**src/hw/rtl/hdbu_pkg.sv**
```systemverilog
// ----------------------------------------------------------------------------
// hdbu_pkg: shared definitions for the half-duplex bit UART
// Item kinds, receive bit position codes and transmit framing constants.
// ----------------------------------------------------------------------------
package hdbu_pkg;

  // Item kinds carried on the input channel.
  typedef enum logic [2:0] {
    KIND_TICK       = 3'd0,
    KIND_SEND       = 3'd1,
    KIND_POP        = 3'd2,
    KIND_PURGE      = 3'd3,
    KIND_LISTEN_ON  = 3'd4,
    KIND_LISTEN_OFF = 3'd5
  } kind_e;

  // Receive bit position: 0 to 7 are data bits, 8 awaits the stop bit.
  localparam logic [3:0] RX_WAIT_START = 4'd15;
  localparam logic [3:0] RX_AWAIT_STOP = 4'd8;

  // Transmit shift word: start bit in bit 0, stop bit in bit 9.
  localparam int unsigned TX_FRAME_W = 10;
  localparam logic [TX_FRAME_W-1:0] FRAME_STOP = 10'h200;

endpackage

```
**src/hw/rtl/hdbu_ram.sv**
```systemverilog
// ----------------------------------------------------------------------------
// hdbu_ram: generic simple dual-port RAM
// One write port and one read port with registered read data.
// ----------------------------------------------------------------------------
module hdbu_ram #(
  parameter int unsigned WIDTH = 8,
  parameter int unsigned DEPTH = 32
) (
  input  logic                     clk_i,
  input  logic                     we_i,
  input  logic [$clog2(DEPTH)-1:0] waddr_i,
  input  logic [WIDTH-1:0]         wdata_i,
  input  logic                     re_i,
  input  logic [$clog2(DEPTH)-1:0] raddr_i,
  output logic [WIDTH-1:0]         rdata_o
);

  logic [WIDTH-1:0] mem_q [DEPTH];
  logic [WIDTH-1:0] rdata_q;

  always_ff @(posedge clk_i) begin
    if (we_i) begin
      mem_q[waddr_i] <= wdata_i;
    end
    if (re_i) begin
      rdata_q <= mem_q[raddr_i];
    end
  end

  assign rdata_o = rdata_q;

endmodule

```
**src/hw/rtl/half_duplex_bit_uart_unit.sv**
```systemverilog
// ----------------------------------------------------------------------------
// half_duplex_bit_uart_unit: single-wire half-duplex 8N1 UART
// Transmit framing and shifting, receive sampling and a receive ring FIFO,
// advanced one input beat at a time.
// ----------------------------------------------------------------------------
// Usage: every input beat is one command. A tick beat advances the transmit
// shifter by one bit period and, while listening, samples line_in_i. Other
// beats load a byte to send, pop a received byte, purge the receive FIFO,
// or turn listening on and off. Each accepted beat produces exactly one
// result beat that reports the wire level, driver enable, busy, command
// status, popped byte, sticky overflow and the listening tick count.
// Throughput is one beat per cycle while the output is not stalled. The
// registered result appears in the cycle after the input beat is accepted,
// with the registered FIFO read data. The FIFO holds FIFO_DEPTH-1 bytes.
// A finished result waits in the output register; while the receiver
// stalls it, the output beat holds and the input side stalls, so no beat
// is lost. A new input beat is taken in the same cycle that the output
// register is emptied. Reset puts the wire idle high with the driver on,
// listening off, the FIFO empty and the flags cleared; no clearing pass is
// needed because only written FIFO entries are ever read.
// ----------------------------------------------------------------------------
module half_duplex_bit_uart_unit #(
  parameter int unsigned FIFO_DEPTH = 32
) (
  input  logic       clk_i,
  input  logic       rst_ni,
  input  logic       in_valid_i,
  output logic       in_stall_o,
  input  logic [2:0] kind_i,
  input  logic       line_in_i,
  input  logic [7:0] tx_byte_i,
  output logic       out_valid_o,
  input  logic       out_stall_i,
  output logic       line_out_o,
  output logic       line_drive_o,
  output logic       tx_busy_o,
  output logic       cmd_ok_o,
  output logic       rx_valid_o,
  output logic [7:0] rx_data_o,
  output logic       overflow_o,
  output logic [7:0] tick_count_o
);

  import hdbu_pkg::*;

  localparam int unsigned ADDR_W = $clog2(FIFO_DEPTH);
  localparam logic [ADDR_W-1:0] LAST_ADDR = ADDR_W'(FIFO_DEPTH - 1);

  // UART state.
  logic [TX_FRAME_W-1:0] tx_shift_q, tx_shift_d;
  logic                  tx_active_q, tx_active_d;
  logic                  wire_q, wire_d;
  logic                  drive_q, drive_d;
  logic                  listening_q, listening_d;
  logic [3:0]            rx_pos_q, rx_pos_d;
  logic [7:0]            rx_shift_q, rx_shift_d;
  logic [ADDR_W-1:0]     head_q, head_d;
  logic [ADDR_W-1:0]     tail_q, tail_d;
  logic                  ovf_q, ovf_d;
  logic [7:0]            ticks_q, ticks_d;

  // Output register.
  logic       out_valid_q;
  logic       res_wire_q, res_drive_q, res_busy_q, res_ok_q;
  logic       res_valid_q, res_ovf_q;
  logic [7:0] res_ticks_q;

  logic              in_accept;
  kind_e             kind;
  logic              cmd_ok;
  logic              push;
  logic              pop;
  logic [ADDR_W-1:0] head_next;
  logic [ADDR_W-1:0] tail_next;
  logic [7:0]        ram_rdata;

  // The input side is free whenever the output register is empty or is
  // being emptied in this cycle.
  assign in_stall_o = out_valid_q & out_stall_i;
  assign in_accept  = in_valid_i & ~in_stall_o;
  assign kind       = kind_e'(kind_i);

  // Ring pointers wrap at the configured depth, which need not be a power
  // of two.
  assign head_next = (head_q == LAST_ADDR) ? '0 : head_q + ADDR_W'(1);
  assign tail_next = (tail_q == LAST_ADDR) ? '0 : tail_q + ADDR_W'(1);

  always_comb begin
    tx_shift_d  = tx_shift_q;
    tx_active_d = tx_active_q;
    wire_d      = wire_q;
    drive_d     = drive_q;
    listening_d = listening_q;
    rx_pos_d    = rx_pos_q;
    rx_shift_d  = rx_shift_q;
    head_d      = head_q;
    tail_d      = tail_q;
    ovf_d       = ovf_q;
    ticks_d     = ticks_q;
    cmd_ok      = 1'b1;
    push        = 1'b0;
    pop         = 1'b0;
    if (in_accept) begin
      case (kind)
        KIND_TICK: begin
          // Busy drops on the first tick after the last bit has gone out.
          if (tx_active_q) begin
            if (tx_shift_q != '0) begin
              wire_d     = tx_shift_q[0];
              tx_shift_d = {1'b0, tx_shift_q[TX_FRAME_W-1:1]};
            end else begin
              tx_active_d = 1'b0;
            end
          end
          if (listening_q) begin
            ticks_d = ticks_q + 8'd1;
            if (rx_pos_q == RX_WAIT_START) begin
              if (!line_in_i) begin
                rx_pos_d   = '0;
                rx_shift_d = '0;
              end
            end else if (rx_pos_q >= RX_AWAIT_STOP) begin
              // A low stop bit drops the byte silently.
              if (line_in_i) begin
                if (head_next != tail_q) begin
                  push   = 1'b1;
                  head_d = head_next;
                end else begin
                  ovf_d = 1'b1;
                end
              end
              rx_pos_d = RX_WAIT_START;
            end else begin
              rx_shift_d = {line_in_i, rx_shift_q[7:1]};
              rx_pos_d   = rx_pos_q + 4'd1;
            end
          end
        end
        KIND_SEND: begin
          if (tx_active_q) begin
            cmd_ok = 1'b0;
          end else begin
            tx_shift_d  = FRAME_STOP | {1'b0, tx_byte_i, 1'b0};
            tx_active_d = 1'b1;
            drive_d     = 1'b1;
          end
        end
        KIND_POP: begin
          if (head_q != tail_q) begin
            pop    = 1'b1;
            tail_d = tail_next;
          end
        end
        KIND_PURGE: begin
          head_d = '0;
          tail_d = '0;
        end
        KIND_LISTEN_ON: begin
          listening_d = 1'b1;
          drive_d     = 1'b0;
          rx_pos_d    = RX_WAIT_START;
        end
        KIND_LISTEN_OFF: begin
          listening_d = 1'b0;
          drive_d     = 1'b1;
          rx_pos_d    = RX_WAIT_START;
        end
        default: begin
        end
      endcase
    end
  end

  always_ff @(posedge clk_i or negedge rst_ni) begin
    if (!rst_ni) begin
      tx_shift_q  <= '0;
      tx_active_q <= 1'b0;
      wire_q      <= 1'b1;
      drive_q     <= 1'b1;
      listening_q <= 1'b0;
      rx_pos_q    <= RX_WAIT_START;
      rx_shift_q  <= '0;
      head_q      <= '0;
      tail_q      <= '0;
      ovf_q       <= 1'b0;
      ticks_q     <= '0;
      out_valid_q <= 1'b0;
    end else begin
      tx_shift_q  <= tx_shift_d;
      tx_active_q <= tx_active_d;
      wire_q      <= wire_d;
      drive_q     <= drive_d;
      listening_q <= listening_d;
      rx_pos_q    <= rx_pos_d;
      rx_shift_q  <= rx_shift_d;
      head_q      <= head_d;
      tail_q      <= tail_d;
      ovf_q       <= ovf_d;
      ticks_q     <= ticks_d;
      out_valid_q <= in_accept | (out_valid_q & out_stall_i);
    end
  end

  // Result fields are the state after the update.
  always_ff @(posedge clk_i) begin
    if (in_accept) begin
      res_wire_q  <= wire_d;
      res_drive_q <= drive_d;
      res_busy_q  <= tx_active_d;
      res_ok_q    <= cmd_ok;
      res_valid_q <= pop;
      res_ovf_q   <= ovf_d;
      res_ticks_q <= ticks_d;
    end
  end

  // The memory is read only when a pop enters the output register, so its
  // read data stays with that beat for as long as the beat is stalled.
  hdbu_ram #(
    .WIDTH (8),
    .DEPTH (FIFO_DEPTH)
  ) u_rx_fifo (
    .clk_i   (clk_i),
    .we_i    (push),
    .waddr_i (head_q),
    .wdata_i (rx_shift_q),
    .re_i    (pop),
    .raddr_i (tail_q),
    .rdata_o (ram_rdata)
  );

  assign out_valid_o  = out_valid_q;
  assign line_out_o   = res_wire_q;
  assign line_drive_o = res_drive_q;
  assign tx_busy_o    = res_busy_q;
  assign cmd_ok_o     = res_ok_q;
  assign rx_valid_o   = res_valid_q;
  assign rx_data_o    = res_valid_q ? ram_rdata : 8'd0;
  assign overflow_o   = res_ovf_q;
  assign tick_count_o = res_ticks_q;

  // The receive position only takes data, stop-wait or start-wait codes.
  a_rx_pos_legal: assert property (@(posedge clk_i) disable iff (!rst_ni)
    (rx_pos_q <= RX_AWAIT_STOP) || (rx_pos_q == RX_WAIT_START))
    else $error("receive bit position out of range");

  // Once set, the overflow flag stays set until reset.
  a_ovf_sticky: assert property (@(posedge clk_i) disable iff (!rst_ni)
    ovf_q |=> ovf_q)
    else $error("overflow flag cleared without reset");

  // A refused send leaves the transmit word untouched.
  a_refused_send: assert property (@(posedge clk_i) disable iff (!rst_ni)
    (in_accept && (kind == KIND_SEND) && tx_active_q) |=> $stable(tx_shift_q))
    else $error("refused send changed the transmit word");

  // Busy only drops on a tick, after the word has emptied.
  a_busy_drop: assert property (@(posedge clk_i) disable iff (!rst_ni)
    $fell(tx_active_q) |-> $past(in_accept && (kind == KIND_TICK) &&
                                 (tx_shift_q == '0)))
    else $error("transmit busy dropped outside an empty-word tick");

  // A push never makes the FIFO look empty.
  a_push_not_empty: assert property (@(posedge clk_i) disable iff (!rst_ni)
    push |=> (head_q != tail_q))
    else $error("push left the FIFO empty");

endmodule

```
**config.mk**
```make
export PLATFORM = sky130hd
export DESIGN_NAME = half_duplex_bit_uart_unit
export DESIGN_NICKNAME = d
export VERILOG_FILES = /design/src/hw/rtl/hdbu_pkg.sv /design/src/hw/rtl/hdbu_ram.sv /design/src/hw/rtl/half_duplex_bit_uart_unit.sv
export SDC_FILE = /design/constraint.sdc
export NUM_CORES = 1
export LEC_CHECK = 0
export BUFFER_PORTS_ARGS = -buffer_cell sky130_fd_sc_hd__buf_2
export CORE_UTILIZATION = 55
export DETAILED_ROUTE_END_ITERATION = 16
export PLACE_DENSITY = 0.81
export SLEW_MARGIN = 5
export SYNTH_ARGS = -nofsm -noshare
export SYNTH_HDL_FRONTEND = slang
export SYNTH_SLANG_ARGS = --single-unit
```
**constraint.sdc**
```tcl
create_clock -name clk_i -period 3.5 [get_ports clk_i]
set_input_delay 0.35 -clock clk_i [delete_from_list [all_inputs] [get_ports clk_i]]
set_output_delay 0.35 -clock clk_i [all_outputs]
set_load 0.01 [all_outputs]
```
; Yosys cells after proc, flatten, opt, wreduce, memory -nomap -nowiden
; Memory sizes are Yosys's and may differ from the RTL's. A register that Yosys moved wholly into a read port is not among the register bits.
; Index checks and enable logic that the tools add are counted.
[word_totals]
regBits = 60
wordCells = 123
output_inout_bits = 24
memories = 1
mem_bits_rw = 256
input_bits = 16
[classes]
n_reduce_logical = 14
bitwise = 4
n_lt_le_gt_ge = 1
muxes = 58
addsub = 4
n_eq_ne = 22
[memory_table]
columns = memory, depth, width, read_ports, rd_clocked_by_memory_dff, write_ports, line_no
row1 = u_rx_fifo.mem_q, 32, 8, 1, 1, 1, hdbu_ram.sv:18  ; logic [WIDTH-1:0] mem_q [DEPTH];
[op_table]
columns = cell, count
row1 = 8-bit 2-to-1 mux, 7
row2 = 5-bit 2-to-1 mux, 8
row3 = 10-bit 2-to-1 mux, 3
row4 = 1-bit 2-to-1 mux, 29
row5 = 2-bit != test (second input constant), 11
row6 = 10-bit case mux with 2 select lines, 1
row7 = 5-bit case mux with 2 select lines, 2
row8 = 4-bit 2-to-1 mux, 4
row9 = 5-bit by 1-bit adder with 5-bit output (second input constant), 2
row10 = 5-bit == test (second input constant), 2
row11 = 5-bit != test, 2
row12 = 5-bit AND reduction, 2
row13 = 10-bit nonzero test, 1
row14 = 2-bit nonzero test, 5
row15 = 8-bit by 1-bit adder with 8-bit output (second input constant), 1
row16 = 4-bit case mux with 2 select lines, 1
row17 = 7-bit AND reduction, 1
row18 = 3-bit by 2-bit == test with 1-bit output (second input constant), 2
row19 = 3-bit == test (second input constant), 2
row20 = 4-bit by 1-bit adder with 4-bit output (second input constant), 1
row21 = 4-bit == test (second input constant), 1
row22 = 4-bit >= comparator (second input constant), 1
row23 = 1-bit case mux with 2 select lines, 2
row24 = 4-bit AND reduction, 1
row25 = 10 further kinds, 11

; Longest topological paths before layout
[depth]
ltp_word = 12
mapped_depth = 8
ltp_nobuf = 8

; Hierarchy
; Synthesis repeated with hierarchy kept, for this count alone.
[hier_totals]
hier_cells = 695
hier_area_um2 = 13150.1
[by_module_without_submodules]
columns = mod, instances, cells_each, area_each_um2, seq_area_each_um2
row1 = hdbu_ram, 1, 417, 10133.5, 7927.6
row2 = half_duplex_bit_uart_unit, 1, 278, 3016.6, 1579.0

; Worst setup path after synthesis
; OpenSTA, ideal clock, no wires.
[synth_timing]
path_kind = reg2reg
from = register head_q[0]
to = memory u_rx_fifo.mem_q[19][0] (enable)
synth_period_minus_slack_ns = 3.118
stages_incl_launch_ff = 9
setup_ns = 0.395
slack_ns = 0.382
required_time_ns = 3.105
path_buffers = 0
arrival_time_ns = 2.724
path_cell_list = dfrtp_1 > ha_1 > and3_1 > ha_1 > nor2b_1 > mux2i_1 > xnor2_1 > nor2_1 > nor4_1
[synth_between]
elab_chain_cells = 12
word_cells_on_any_way = 13
cone_classes = add/sub: 1 / eq/ne: 2 / mux: 10
[synth_lines]
columns = item, line_no
row1 = start: declaration, half_duplex_bit_uart_unit.sv:57  ; logic [ADDR_W-1:0] head_q, head_d;
row2 = start signal: assignment, half_duplex_bit_uart_unit.sv:183  ; head_q <= '0;
row3 = start signal: assignment, half_duplex_bit_uart_unit.sv:196  ; head_q <= head_d;
row4 = 5-bit by 1-bit adder with 5-bit output or 5-bit == test (tied branches), half_duplex_bit_uart_unit.sv:85  ; assign head_next = (head_q == LAST_ADDR) ? '0 : head_q + ADDR_W'(1);
row5 = 5-bit 2-to-1 mux, half_duplex_bit_uart_unit.sv:85
row6 = 5-bit != test, half_duplex_bit_uart_unit.sv:125  ; if (head_next != tail_q) begin
row7 = 1-bit 2-to-1 mux, half_duplex_bit_uart_unit.sv:125
row8 = 1-bit 2-to-1 mux, half_duplex_bit_uart_unit.sv:124  ; if (line_in_i) begin
row9 = 1-bit 2-to-1 mux, half_duplex_bit_uart_unit.sv:122  ; end else if (rx_pos_q >= RX_AWAIT_STOP) begin
row10 = 1-bit 2-to-1 mux, half_duplex_bit_uart_unit.sv:117  ; if (rx_pos_q == RX_WAIT_START) begin
row11 = 1-bit 2-to-1 mux, half_duplex_bit_uart_unit.sv:115  ; if (listening_q) begin
row12 = 1-bit 2-to-1 mux, half_duplex_bit_uart_unit.sv:104  ; case (kind)
row13 = 1-bit 2-to-1 mux, half_duplex_bit_uart_unit.sv:103  ; if (in_accept) begin
row14 = 1-bit 2-to-1 mux, hdbu_ram.sv:22  ; if (we_i) begin
row15 = 1-bit 2-to-1 mux (not written as such), hdbu_ram.sv:23  ; mem_q[waddr_i] <= wdata_i;
row16 = end: declaration, hdbu_ram.sv:18
; Several ways; a longest one is shown, not always the timed one.

; Worst setup path after layout
[layout_timing]
from = register head_q[0]
to = memory u_rx_fifo.mem_q[29][2] (enable)
; The elaborated chain is that of the path after synthesis.

==> results.ini <==
[critical_path]
reg2reg_slack_ns=0.24
cp.required_ns=3.64
startpoint_type=flop
path_delay_family=simple AND/OR/NAND/NOR gates
critPathMaxFanout=10
end_kind=flop
cp_common_cell=ha_1
rr_startpoint=head_q[0]
reg2reg_to=u_rx_fifo.mem_q[29][2]
reg2reg_depth=8
path_buf_inv=1
cp_slowest_cell=nor2_1
crit_type=flop to flop
worstPathCellList=ha_1, and3_1, ha_1, or3_1, nand4_1, o211ai_1, buf_4, nor2_1
cp_slowest_stage_delay_ns=0.60
cp.arrival_ns=3.40

[clock_network]
cts_buffer_depth=3
htree_levels=2
cts_resized=0
cts_tree=done
worstSkewPairLatency_ns=0.52
cts_setup_buffers=0
numCtsBuffers=34
cts_sinks=324
root_buffer=clkbuf_16
clk_pin_slew_ns=0.06
ctsHoldBuffers=0

[yosys]
ys_seq_area_share_pct=71.4
yosysUniqueCellTypes=48
synth_seq_cells=324
synthFlopType=edfxtp_1
postSynthCellCount=731
synth_warnings=0
syn_nets=758
async_flop_share_pct=14.2
synth-edff-count=278
synth_area_um2=13300
syn_avg_cell_area_um2=18.2

[placement]
postPlaceCellArea_um2=14000
dp_cells=1077
place.gp.congestion=0.933
dp_hpwl_mm=18.0
port_buffers=39
post-place-ws_ns=0.326

[power]
swShare_pct=25.5
seqPwrFrac_pct=47.1
leakagePower_nw=5.57
powerDensity_nw_per_um2=641
switching_power_mw=2.46
p_int_mw=7.20
ir_worst_vdd_uv=460
combPwrFrac_pct=15.7
clkPwrFrac_pct=37.2
power.total_mw=9.67

[sta]
finalSetupViolations=0
max_freq_ghz=0.306
tns_ns=0
rsz0062_at_grt=false
fin_crit_ns=3.26
skew_ns=0.0233
slew_headroom_pct=10.8
drv_slew=0
hold_violations=0
whs_ns=0.0395
finalCritPeriodShare_pct=93.2
tightest_slew_ns=1.34
finalWorstSetupSlack_ns=0.237

[floorplan]
core_area_um2=23600
start_util_pct=56.4
die-area_um2=24900
die_y_um=158
fp.dieW_um=158
num_rows=56
pin_count=40

[route]
drc=0
wire_per_inst_um=25.3
vias=7237
drt-total-wl_mm=28.7
drt_iter0_drc=942
viasPerCell=6.38
drtAntennaViolNets=0
drt-pass1-iter-count=6

[hold_path]
holdCritPathClass=primary input to async pin

[cells_and_area]
multi_input_area_um2=3590
design_area_um2=15100
nets=821
final_cells=1135
n_antenna_cell=0
fillCellCount=1559
layout-drive-gt1-share_pct=27.1
final_common_cell=edfxtp_1
final_cell_mix=278 x edfxtp_1, 80 x mux4_2, 72 x nor2_1
ff_latch_area_um2=9510
area_delta_synth_final_pct=13.2
finalCoreUtilization_pct=63.8

[global_routing]
grt.total_usage_pct=24.4
antenna_found_initial=0
grt_pass1_wl_mm=43.7
grt-ovfl-total=0
grt_pass1_vias=7245
grt_max_degree=52

[status]
status=complete, no violations

[run]
drv_cap=0

-- sequential cells by signal, summed over array words and instances (netlist names), 4 cells and up --
register,cells
u_rx_fifo.mem_q,256
tx_shift_q,10
rx_shift_q,8
tick_count_o,8
ticks_q,8
u_rx_fifo.rdata_o,8
head_q,5
tail_q,5
rx_pos_q,4
-- area by class of cell --
type / instances / area share, %
sequential: 324 / 63.1
multi-input combinational: 357 / 23.8
clock buffer: 45 / 6.19
tap: 319 / 2.65
timing repair buffer: 62 / 2.61
clock inverter: 13 / 1.25
inverter: 15 / 0.373
-- per-layer routing --
layer  share of wire, %  up-vias  track usage [%]
met2                 48      396             38.0
met4                3.2        0             8.92
met3                8.2       64             4.63
met5                  0        -                0
li1                   -     3046                -
met1                 41     3731             34.6
-- synth_stat cells, drive strengths merged, types with 2 or more instances --
library cell  instances  area (um^2)
nand4                 5         31.3
nor2                 72          270
nor2b                 3         18.8
and3                  3         18.8
a21oi                 4         20.0
o2111ai               2         17.5
nor4                  4         31.3
o311ai                2         17.5
nand2b                3         18.8
xnor2                16          140
xor2                  2         17.5
nor3                  5         25.0
edfxtp              278         8350
mux4                 80         1800
buf                  16         97.6
a211o                 8         70.1
o211ai                6         45.0
nand2                23         86.3
nand3                 8         40.0
o31ai                 6         45.0
mux2                 18          203
o21a                  2         15.0
a31oi                13         81.3
a32oi                 8         70.1
clkbuf               19         71.3
and2                 19          119
o21ai                12         60.1
inv                  15         56.3
a22o                 10         87.6
ha                   11          138
dfrtp                40         1000
dfstp                 6          158
-- worst max path at each step --
stage / from / slack, ns / cells past startpoint / endpoint
5_1_grt: head_q[0] / 0.02 / 8 / u_rx_fifo.mem_q[31][2]
6_report: head_q[0] / 0.24 / 8 / u_rx_fifo.mem_q[29][2]
3_5_place_dp: head_q[0] / 0.33 / 8 / u_rx_fifo.mem_q[31][1]
2_1_floorplan: head_q[0] / 0.38 / 8 / u_rx_fifo.mem_q[19][0]
4_1_cts: head_q[0] / 0.27 / 8 / u_rx_fifo.mem_q[29][2]
3_3_place_gp: head_q[0] / 0.41 / 8 / u_rx_fifo.mem_q[17][3]
-- power groups by stage --
stage | registers (mW) | clock network, mW | logic [mW]
after floorplan | 4.49 | 0 | 1.27
after global placement | 4.62 | 0 | 1.45
after detailed placement | 4.63 | 0 | 1.50
after CTS | 4.55 | 3.65 | 1.53
after global routing | 4.58 | 3.79 | 1.64
final | 4.55 | 3.60 | 1.52
-- cells by family after synthesis --
kind of cell | share of synthesized area, %
AO/OA/AOI/OAI | 4.41
buffers and inverters | 1.69
flip-flops | 71.4
adder cells (fa/ha/maj) | 1.03
multiplexers | 15.1
AND/OR/NAND/NOR | 5.20
XOR/XNOR | 1.18
Power figures use the tool's default switching activity.
